[config.mk]
export PLATFORM = sky130hd
export DESIGN_NAME = ffca_ram
export DESIGN_NICKNAME = d
export VERILOG_FILES = /design/src/rtl/core/ffca_ram.sv
export SDC_FILE = /design/constraint.sdc
export NUM_CORES = 2
export LEC_CHECK = 0
export BUFFER_PORTS_ARGS = -buffer_cell sky130_fd_sc_hd__buf_2
export CORE_UTILIZATION = 58
export CTS_CLUSTER_SIZE = 24
export DETAILED_ROUTE_END_ITERATION = 7
export GPL_TIMING_DRIVEN = 1
export PLACE_DENSITY_LB_ADDON = 0.2
export SYNTH_ARGS = -nofsm -noshare
export SYNTH_HDL_FRONTEND = slang
export SYNTH_SLANG_ARGS = --single-unit
[constraint.sdc]
create_clock -name clk -period 9 [get_ports clk]
set_input_delay 1.35 -clock clk [delete_from_list [all_inputs] [get_ports clk]]
set_output_delay 1.35 -clock clk [all_outputs]
set_load 0.01 [all_outputs]
[src/rtl/core/ffca_ram.sv]
`timescale 1ns / 1ps
module ffca_ram #(
    parameter int unsigned WIDTH = 64,
    parameter int unsigned DEPTH = 64,
    parameter int unsigned AW    = (DEPTH > 1) ? $clog2(DEPTH) : 1
) (
    input  logic             clk,
    input  logic             we,
    input  logic [AW-1:0]    waddr,
    input  logic [WIDTH-1:0] wdata,
    input  logic [AW-1:0]    raddr,
    output logic [WIDTH-1:0] rdata
);

    logic [WIDTH-1:0] mem [DEPTH];

    // one write port, one registered read port
    always_ff @(posedge clk)
    begin
        if (we)
        begin
            mem[waddr] <= wdata;
        end
        rdata <= mem[raddr];
    end

endmodule

## Word level (Yosys, flattened, before mapping)

Memory sizes are Yosys's and may differ from the RTL's. A register that Yosys moved wholly into a read port is not among the register bits.
Cells that the tools add are included.

| operators by class | value |
|---|---|
| muxes and demuxes | 2 |

Operator list:

| cell | count |
|---|---|
| 2-to-1 mux 1 bit | 2 |

| word-level totals | value |
|---|---|
| RAM bits | 4096 |
| logic and storage cells | 3 |
| register bits | 0 |
| memories | 1 |
| bits of input ports | 78 |
| output and inout port bits | 64 |

Memories:

| memory | depth | bits a word | rd ports | clocked after memory_dff | wr ports | line | source |
|---|---|---|---|---|---|---|---|
| mem | 64 | 64 | 1 | 1 | 1 | 15 | `logic [WIDTH-1:0] mem [DEPTH];` |

## Logic depth before layout (Yosys ltp)

| depth | value |
|---|---|
| depth in word-level cells | 2 |
| gate-level depth with buffers | 9 |

## Worst setup path before layout

Ideal clock, no wire load.

| timing | value |
|---|---|
| kind | input port to flip-flop |
| start | input waddr[3] |
| end | memory mem[48][0] (enable) |
| arrival time | 6222 ps |
| library setup time | 564 ps |
| stages on the path | 4 |
| path slack | 2214 ps |
| path buffers | 1 |
| path through | clkbuf_1 nor2b_1 nand4b_1 nor3_1 |

RTL lines:

| item | line | source |
|---|---|---|
| from (decl) | 9 | `input logic [AW-1:0] waddr,` |
| to (decl) | 15 |  |

Straight into the memory's write port.

## Final worst setup path

| timing | value |
|---|---|
| start | input waddr[1] |
| end | memory mem[35][37] (enable) |

Straight into the memory's write port.

==> reports/metrics.csv <==
stage,metric,value,unit
timing,Clock Skew,0.06299,ns
drt,number of remaining DRC errors,0,
yosys,top post-synthesis cells by area,"edfxtp_1 79%, mux4_2 15%, mux2i_1 0.86%, dfxtp_1 0.82%, a22oi_1 0.81%",
worst_setup_path,Worst path depth,5,
timing,Slew Limit Fails,0,
clock_network,PostCTS Resize Cnt,0,
worst_setup_path,crit-path max cell delay,1.03,ns
power,worst vdd ir,0.2057,mV
yosys,Synth Flop Type,edfxtp_1,
power,PwrDens,230.7,mW/mm2
worst_setup_path,R2R Path Start,mem[8][42]$_DFFE_PP_,
worst_setup_path,CP cell instances,buf_2 > nor2b_1 > nand3_1 > nor2_4 > buf_4,
worst_setup_path,Critical Path End,mem[35][37]$_DFFE_PP_,
timing,Slew HR,8.758,%
clock_network,clock tree buffer depth,4,
worst_setup_path,family with the most delay on the worst path,simple AND/OR/NAND/NOR gates,
die,Std-Cell Rows,190,
yosys,Post-Synth XOR/XNOR Area,0,%
worst_setup_path,"Worst Path Class, Setup",input port to register,
die,Die Span Y,521.2,um
yosys,Mapped Cells,6598,
clock_network,Root Buffer,clkbuf_16,
yosys,Mapped Area,0.1563,mm2
clock_network,"Clk Latency, worst-skew pair",0.93,ns
worst_setup_path,Setup crit start,waddr[1],
grt,gr ovfl total,0,
worst_setup_path,CP Max Fanout,45,
yosys,Synth Area in Adders,0,%
drt,final WL,417300,um
yosys,Async SR Flop Fraction,0,%
grt,total global routing track utilization,31.10,%
worst_setup_path,Reg2Reg Depth,5,
grt,antenna violations before repair,24,
yosys,proportion of synthesized area in mux cells,15.61,%
clock_network,clk slew on worst S/H paths,0.06,ns
timing,minimum clock period,4.025,ns
yosys,largest family of logic cells by synthesized area,multiplexers,
timing,RSZ-0062 raised after global routing,false,
power,Leakage Power,54.75,nW
die,Core Region,0.2679,mm2
yosys,syn_area_per_cell,23.70,um2
yosys,Post-Synth Simple-Gate Area,1.240,%
yosys,Post-synth EDFFs,4096,
timing,achievable frequency,248.4,MHz
placed_design,GP Congestion,0.8231,
layout,Area Overhead vs Synth,12.23,%
worst_setup_path,CP Data Required Time,9.48,ns
drt,starting DRC count in detailed routing,11150,
worst_setup_path,Buf/Inv on CP,2,
grt,vias in the first global route,75580,
clock_network,H-tree Lvls,5,
die,Die Width,521.2,um
yosys,Yosys cell types,33,
drt,routed vias/inst,6.986,
worst_setup_path,Reg-to-Reg End,rdata[42]$_DFF_P_,
layout,share of cells above drive strength 1,27.97,%
timing,Fin. Hold Viols,0,
clock_network,Hold Buf Count CTS,0,
grt,largest net degree at the start of global routing,116,
timing,Hold Slack,0.8487,ns
yosys,Synth top area share,78.67,%
timing,setup TNS,0,ns
die,IO Pins,142,
drt,drt pass-1 iters,8,
flow_run,Max-Cap Viols,0,
yosys,synthesized flop and latch total,4160,
drt,remaining antenna violation count after routing,0,
yosys,compound-cell area share of the yosys netlist,2.477,%
grt,first-pass GRT wire length,582700,um
die,Initial Util,58.36,%
clock_network,Num CTS Buffers,409,
yosys,largest area contributor in the netlist,edfxtp_1,
yosys,Syn. warnings,0,
drt,vias,75900,
clock_network,CTS tree,built,
status,status,finished clean,
yosys,most frequent cells after synthesis,"4096 x edfxtp_1, 1024 x mux4_2, 170 x buf_2, 168 x a22oi_1, 140 x clkbuf_1",
worst_setup_path,CP max stage cell,nor2_4,
yosys,register area share after synthesis,79.49,%
layout,Fill cells,16720,
die,die area,0.2716,mm2
timing,Final setup viols,0,
clock_network,Sink Count,4160,
worst_setup_path,R2R Setup Slk,6.80,ns
layout,Final #Nets,7033,
placed_design,Buffers on Ports,141,
worst_setup_path,CP Capture Type,register,
clock_network,setup bufs post-CTS,0,
drt,WL per Instance,38.40,um
placed_design,HPWL after detailed placement,214300,um
hold_path,type of the worst min-delay path,register to register,
worst_setup_path,crit path launch type,input port,
yosys,Post-Syn Nets,6676,
timing,part of the cycle the worst path needs,44.73,%
yosys,most frequent cell after synthesis,edfxtp_1,
worst_setup_path,crit path DAT,4.51,ns
timing,Tightest Pin Transition,1.369,ns
## report_power, final
group / internal (mW) / switching [mW]
Combinational: 0.656 / 1.15
Sequential: 21.5 / 0.0929
Clock: 9.94 / 7.19
Total: 32.1 / 8.44
## flip-flops by register name, indices dropped and copies added, names as in the netlist
signal  count
mem      4096
rdata      64
## cell type report
| cell class | instances | area [um2] | area share (%) |
|---|---|---|---|
| Multi-Input combinational cell | 2049 | 30780 | 17.54 |
| Inverter | 19 | 71.32 | 0.04064 |
| Antenna cell | 15 | 37.54 | 0.02139 |
| Clock buffer | 511 | 10940 | 6.232 |
| Sequential cell | 4160 | 124300 | 70.83 |
| Tap cell | 3552 | 4444 | 2.533 |
| Clock inverter | 243 | 2507 | 1.429 |
| Timing Repair Buffer | 316 | 2417 | 1.378 |
## through the flow
step	worst slack (ns)	std cells	util [%]	instance area (um2)	power [mW]
after detailed placement	4.142	10100	60.46	162000	23.77
final	4.975	10870	65.49	175500	40.49
after global placement	4.142	10100	60.46	162000	23.73
after global routing	4.904	10850	65.48	175400	41.44
after floorplan	2.214	6598	-	156300	22.92
after CTS	5.056	10850	65.48	175400	40.66
## worst min-delay path by stage
stage	startpoint	end	slack, ns	cells after the start
floorplan	mem[30][61]$_DFFE_PP_	rdata[61]$_DFF_P_	0.79	4
global placement	mem[47][42]$_DFFE_PP_	rdata[42]$_DFF_P_	0.82	4
detailed placement	mem[46][30]$_DFFE_PP_	rdata[30]$_DFF_P_	0.84	4
CTS	mem[63][10]$_DFFE_PP_	rdata[10]$_DFF_P_	0.86	4
global route	mem[62][16]$_DFFE_PP_	rdata[16]$_DFF_P_	0.90	4
finish	mem[63][10]$_DFFE_PP_	rdata[10]$_DFF_P_	0.85	4
## worst register-to-register path: stages (launching register included)
cell	delay, ns
edfxtp_1	0.38
mux4_2	0.46
nor2b_1	0.15
a211oi_1	0.64
o22ai_1	0.23
and3_1	0.21
## routing by layer
| metal | track usage [%] | up-vias | share of wire, % |
|---|---|---|---|
| li1 | - | 29220 | - |
| met1 | 44.53 | 40910 | 37 |
| met2 | 48.58 | 4942 | 48 |
| met3 | 5.831 | 831 | 11 |
| met4 | 11.51 | 8 | 4.1 |
| met5 | 0 | - | 0.011 |
## cells in the final DEF, fill, tap and decap left out, types with 9 or more instances in the layout
cell type   synthesis  routed
nor2_4              0      65
dfxtp_1            64      64
buf_2             170     138
nor2_1            112      47
o22ai_1            83      83
nand2_1            58      56
and3_1             64      64
mux2i_1           135     135
clkinvlp_4          0      15
a31oi_1            18      18
inv_1              19      19
clkinv_1            0      83
a2bb2oi_1          19      19
buf_4              34     146
clkinv_2            0      79
inv_6               0       9
nand3_1            45      45
or3_1              29      29
a22o_1             88      88
buf_12              0      30
or2_2              28      28
a41oi_1            26      26
diode_2             0      15
nor2b_1            28      24
clkbuf_8            0      19
bufinv_16           0      46
o221ai_1           38      38
a22oi_1           168     168
mux4_2           1024    1024
clkbuf_16           0     415
clkbuf_1          140      77
a211oi_1           63      63
edfxtp_1         4096    4096
## logic make-up (layout without fill, tap and decap cells)
group	Yosys count	after routing
flops	4160	4160
mux	1159	1159
compound gates	504	504
buf+inv	389	1089
simple gates	386	386
other cells	0	15
(Power assumes the default switching activity.)
