## config.mk

```make
export PLATFORM = sky130hd
export DESIGN_NAME = ffca_init
export DESIGN_NICKNAME = d
export VERILOG_FILES = /design/src/rtl/core/ffca_pkg.sv /design/src/rtl/core/ffca_init.sv
export SDC_FILE = /design/constraint.sdc
export NUM_CORES = 1
export LEC_CHECK = 0
export ABC_AREA = 0
export BUFFER_PORTS_ARGS = -buffer_cell sky130_fd_sc_hd__buf_2
export CAP_MARGIN = 20
export CORE_MARGIN = 2
export CORE_UTILIZATION = 60
export DETAILED_ROUTE_END_ITERATION = 6
export PLACE_DENSITY = 0.87
export SYNTH_ARGS = -nofsm -noshare
export SYNTH_HDL_FRONTEND = slang
export SYNTH_SLANG_ARGS = --single-unit
```

## constraint.sdc

```tcl
create_clock -name vclk -period 22.8
set_input_delay 4.56 -clock vclk [all_inputs]
set_output_delay 4.56 -clock vclk [all_outputs]
set_load 0.02 [all_outputs]
```

## src/rtl/core/ffca_pkg.sv

```systemverilog
`timescale 1ns / 1ps
package ffca_pkg;

    // alignment and header geometry
    localparam int unsigned ALIGN_BYTES = 8;
    localparam logic [32:0] ALIGN_MASK  = 33'h0_0000_0007;
    localparam int unsigned HDR_BYTES   = 16;
    localparam int unsigned MIN_SPLIT   = 2 * HDR_BYTES;

    // table depths
    localparam int unsigned FREE_ENTRIES_DEF = 64;
    localparam int unsigned USED_ENTRIES_DEF = 64;

    // register map
    localparam int unsigned REG_HEAP_BASE = 0;
    localparam int unsigned REG_HEAP_SIZE = 1;
    localparam logic [31:0] HEAP_BASE_RST = 32'h0001_0000;
    localparam logic [31:0] HEAP_SIZE_RST = 32'h0001_0000;

    // stream payload
    localparam int unsigned IN_W  = 64;
    localparam int unsigned OUT_W = 104;

    localparam logic OP_ALLOC = 1'b0;
    localparam logic OP_FREE  = 1'b1;

    typedef enum logic [1:0] {
        ST_OK        = 2'd0,
        ST_NO_FIT    = 2'd1,
        ST_NOT_ALLOC = 2'd2,
        ST_FULL      = 2'd3
    } status_t;

    // initial free block of the region
    typedef struct packed {
        logic        empty;
        logic [31:0] addr;
        logic [31:0] size;
    } init_blk_t;

endpackage

```

## src/rtl/core/ffca_init.sv

```systemverilog
`timescale 1ns / 1ps
module ffca_init (
    input  logic [31:0]         heap_base,
    input  logic [31:0]         heap_size,
    output ffca_pkg::init_blk_t blk
);
    import ffca_pkg::*;

    logic [32:0] start_a;
    logic [32:0] lim_raw;
    logic [32:0] lim;
    logic [32:0] end_a;
    logic [32:0] span;

    // start aligned up, end clamped to 4 GiB, less header, aligned down
    always_comb
    begin
        start_a = ({1'b0, heap_base} + 33'(ALIGN_BYTES - 1)) & ~ALIGN_MASK;
        lim_raw = {1'b0, heap_base} + {1'b0, heap_size};
        lim     = lim_raw[32] ? 33'h1_0000_0000 : lim_raw;
        end_a   = (lim - 33'(HDR_BYTES)) & ~ALIGN_MASK;
        span    = end_a - start_a;
        blk.empty = ((start_a + 33'(HDR_BYTES)) > lim) || (end_a <= start_a);
        blk.addr  = start_a[31:0];
        blk.size  = span[31:0];
    end

endmodule

```

== Word-level counts from Yosys, hierarchy flattened ==
Index checks and enable logic that the tools add are counted.
Operators by class
  $mul: 0
  shift operators: 0
  reduce and logical (&&, ||, !) cells: 1
  eq/ne operators: 0
  divide/modulo/power cells: 0
  bitwise operators: 0
  $lt $le $gt $ge: 2
  add/subtract/negate cells: 5
  muxes and demuxes: 1
Operators by type and width (count)
  $add 32x3->33 const B: 1
  $add 32x32->33: 1
  $add 33x5->33 const B: 1
  $gt 33x33->1: 1
  $le 33x33->1: 1
  $mux 33: 1
  $sub 33x5->33 const B: 1
  $sub 32x32->32: 1
  $logic_or 1x1->1: 1
Word-level totals
  flip-flop bits (word level): 0
  latch bits: 0
  word-level logic and storage cells: 9
  memories kept: 0
  ROM bits: 0
  RAM bits: 0

== Logic depth before layout (Yosys ltp) ==
  word-level depth: 5
  mapped depth: 28
  gate-level depth less buffers: 25

== Least setup slack after synthesis ==
Ideal clock, no wire load.
  kind: input -> output
  start: input port heap_base[0]
  end: output port blk[30] (netlist name)
  path buffers: 4
  stages on the path: 28
  slack: 7.653 ns
  data required time: 18.240 ns
  data arrival time: 10.587 ns
  cells stage by stage: ha_1 -> fa_1 -> a211oi_2 -> o21ai_2 -> o211a_4 -> o2111ai_1 -> nand3_1 -> clkinv_1 -> clkbuf_1 -> buf_1 -> nand2_1 -> ha_1 -> clkbuf_1 -> o21ai_0 -> a21oi_1 -> o21bai_1 -> ha_1 -> clkbuf_1 -> nand2_1 -> or3_1 -> inv_1 -> nand4_1 -> o32a_1 -> o31ai_1 -> o221ai_1 -> o2111ai_1 -> a21oi_1 -> xnor2_1
RTL lines
  start, declared: line ffca_init.sv:3  | input logic [31:0] heap_base,
  end, declared: line ffca_init.sv:5  | output ffca_pkg::init_blk_t blk

==> metrics.md <==
| Metric | Value |
|---|---|
| Average wire per standard cell | `roughly 17 um` |
| Kind of critical path | `in -> out` |
| Die area | `10970 um^2` |
| Non-filler instance count after layout | `1123` |
| Largest net degree at the start of global routing | `43` |
| Gate power share | `1.000` |
| Total congestion overflow | `0` |
| Number of optimization iterations in the first detailed-route pass | `7` |
| Routed vias/inst | `6.354` |
| Die height | `~100 um` |
| Number of diodes added for antenna fixing | `0` |
| Reg area | `0 um^2` |
| Starting density of the core | `0.6203` |
| Synthesis-to-layout area growth | `10.97%` |
| Internal power consumption | `~150 uW` |
| Final design area excluding fillers | `6759 um^2` |
| Headroom to the max-slew limit | `0.4114` |
| Sequential fraction of the synthesis area | `0` |
| Run status | `finished, final reports clean` |
| Leakage power of the design | `slightly above 0.003 uW` |
| DR iter-0 viols | `about 700` |
| Number of clock buffers in the layout | `0` |
| Number of antenna violations at the first check in global routing | `0` |
| Number of instances in the synthesized netlist | `888` |
| Global-route usage over all layers | `0.3226` |
| Combined area of all synthesized cells | `roughly 6100 um^2` |
| Dpl cells | `around 1100` |
| Most Crowded Layer GR | `met2` |
| RePlAce Congestion | `between 0.9 and 1` |
| Vias in the first global route | `between 6000 and 7000` |
| Port buffer count | `123` |
| Switching part of the total | `0.6221` |
| Cell with the most instances after synthesis | `sky130_fd_sc_hd__nand2_1` |
| Number of standard-cell rows in the floorplan | `36` |
| Total length of routed wires | `roughly 19000 um` |
| Actual slew at the worst max-slew pin | `~0.88 ns` |
| Share of power burned in the clock network | `0` |
| Number of sequential storage elements | `0` |
| Per-instance average area after synthesis | `slightly below 7 um^2` |
| Fmax | `around 65 MHz` |
| Biggest area contributors in the synthesized netlist | `sky130_fd_sc_hd__ha_1, sky130_fd_sc_hd__xnor2_1, sky130_fd_sc_hd__a21oi_1, sky130_fd_sc_hd__nand2_1, sky130_fd_sc_hd__xor2_1` |
| Detailed-route via count | `approximately 7100` |
| Final-report max-slew violation count | `0` |
| # hold bufs at CTS | `0` |
| Net switching power figure | `247.8 uW` |
| Max_cap viols | `0` |
| Setup_tns | `0 ns` |
| Minimum clock period | `around 15 ns` |
| Cts repair resizes | `0` |
| Count of different cell masters after synthesis | `90` |
| Max VDD drop | `0.03652 mV` |
| Met3 usage | `0.02745` |
| I/O pin count | `~130` |
| Endpoint arrival time on the critical path | `10.91 ns` |
| Critical Path Source Type | `primary input` |
| Cell at the slowest stage of the critical path | `sky130_fd_sc_hd__ha_1` |
| Unrepaired setup endpoints after global routing | `no` |
| Core ar. | `between 9000 and 10000 um^2` |
| Global Route met1 Usage | `0.4512` |
| DP HPWL | `~16000 um` |
| Power Dens Cells | `about 59 nW/um^2` |
| Sequential power share | `0` |
| Die extent in x | `between 100 and 150 um` |
| Number of warnings issued by yosys | `0` |
| Top post-synthesis cells by count | `sky130_fd_sc_hd__nand2_1, sky130_fd_sc_hd__ha_1, sky130_fd_sc_hd__a21oi_1` |
| Tightest Hold Check Type | `in -> out` |
| Critical path's largest stage delay | `0.52 ns` |
| Post-route clock period utilization | `0.6786` |
| First-pass GRT wire length | `30080 um` |
| Post-synth top area share | `0.1910` |
| Number of hold violations in the final report | `0` |
| Final nets | `1152` |
| Dominant cell type by area after synthesis | `sky130_fd_sc_hd__ha_1` |
| Count of endpoints failing setup in the final report | `0` |
| Number of nets still failing antenna checks after routing | `0` |
| Met2 track demand over resource in global routing | `0.5339` |
| Fraction of layout cells with a size suffix above 1 | `0.1646` |
| Post-place instance area | `a little under 7000 um^2` |
| Number of filler instances in the final layout | `901` |
| Required time of the critical path | `18.24 ns` |
| DRC viols | `0` |
| Critical path fanouts, max | `12` |
| Buffers inserted by post-CTS timing repair | `0` |
| Type of element capturing the critical path | `output pin` |
## cells by family after synthesis
kind of cell	share of synthesized area
AO/OA/AOI/OAI	0.2827
other	0.0006157
AND/OR/NAND/NOR	0.2876
adder cells (fa/ha/maj)	0.2025
XOR/XNOR	0.1606
buffers and inverters	0.05567
multiplexers	0.01027
## cell usage in the layout (no fill, tap or decap), types with 4 or more instances in the layout
cell                       netlist  routed
sky130_fd_sc_hd__buf_2           7     123
sky130_fd_sc_hd__nand2_1        95      95
sky130_fd_sc_hd__ha_1           93      93
sky130_fd_sc_hd__a21oi_1        80      80
sky130_fd_sc_hd__nor2_1         66      66
sky130_fd_sc_hd__xnor2_1        64      64
sky130_fd_sc_hd__inv_1          51      51
sky130_fd_sc_hd__nand3_1        46      46
sky130_fd_sc_hd__xor2_1         39      39
sky130_fd_sc_hd__o21ai_0        37      37
sky130_fd_sc_hd__nand4_1        29      29
sky130_fd_sc_hd__a21o_1         25      25
sky130_fd_sc_hd__nor3_1         24      24
sky130_fd_sc_hd__nor4_1         12      12
sky130_fd_sc_hd__o21a_1         10      10
sky130_fd_sc_hd__o211ai_1        9       9
sky130_fd_sc_hd__or3_1           9       9
sky130_fd_sc_hd__nor2b_1         9       9
sky130_fd_sc_hd__and3_1          9       9
sky130_fd_sc_hd__o21ai_1         8       8
sky130_fd_sc_hd__and2_1          7       7
sky130_fd_sc_hd__o21bai_1        7       7
sky130_fd_sc_hd__a31oi_1         7       7
sky130_fd_sc_hd__a211oi_1        6       6
sky130_fd_sc_hd__or2_2           6       6
sky130_fd_sc_hd__conb_1          1       6
sky130_fd_sc_hd__a211o_1         5       5
sky130_fd_sc_hd__nand3b_1        5       5
sky130_fd_sc_hd__nand2b_1        5       5
sky130_fd_sc_hd__and4_1          4       4
sky130_fd_sc_hd__a21boi_0        4       4
sky130_fd_sc_hd__mux2i_1         4       4
sky130_fd_sc_hd__a22oi_1         4       4
## worst max-delay path: cells and delay by family
kind	cells	cell delay, ns
XOR/XNOR	1	0.13
AO/OA/AOI/OAI	11	2.91
AND/OR/NAND/NOR	6	1.38
adder cells (fa/ha/maj)	3	1.27
buffers and inverters	4	0.64
## per-stage QoR
step / power (uW) / hold WS (ns) / setup WS [ns] / util
global placement: 385.2 / 9.487 / 7.708 / 0.6883
detailed placement: 390.4 / 9.484 / 7.521 / 0.6883
CTS: 392.4 / 9.484 / 7.499 / 0.6883
finish: 398.4 / 9.492 / 7.327 / 0.6883
global route: 437.3 / 9.500 / 6.955 / 0.6883
floorplan: 293.4 / 9.233 / 7.653 / -
## power groups by stage
stage	clock network, uW	logic (uW)	registers (uW)
global route	0	437	0
finish	0	398	0
global placement	0	385	0
CTS	0	392	0
detailed placement	0	390	0
floorplan	0	293	0
## layout make-up
cell class / count / area (um^2) / area share
well taps: 133 / 166.4 / 0.02462
repair buffers: 124 / 623.1 / 0.09219
inverters: 53 / 198.9 / 0.02943
multi-input cells: 813 / 5771 / 0.8538
## path summary, 6_finish.rpt
path     startpoint       to  slack [ns]  cells past startpoint
max   heap_base[13]  blk[30]        7.33                     25
min   heap_base[29]  blk[61]        9.49                      3
## routing by layer
metal	wire, um	vias to the layer above	share of wire
met4	516	0	0.028
met2	8231	355	0.44
met1	8049	3245	0.43
met5	0	-	0
met3	1744	44	0.094
li1	-	3491	-
Power figures use the tool's default switching activity.
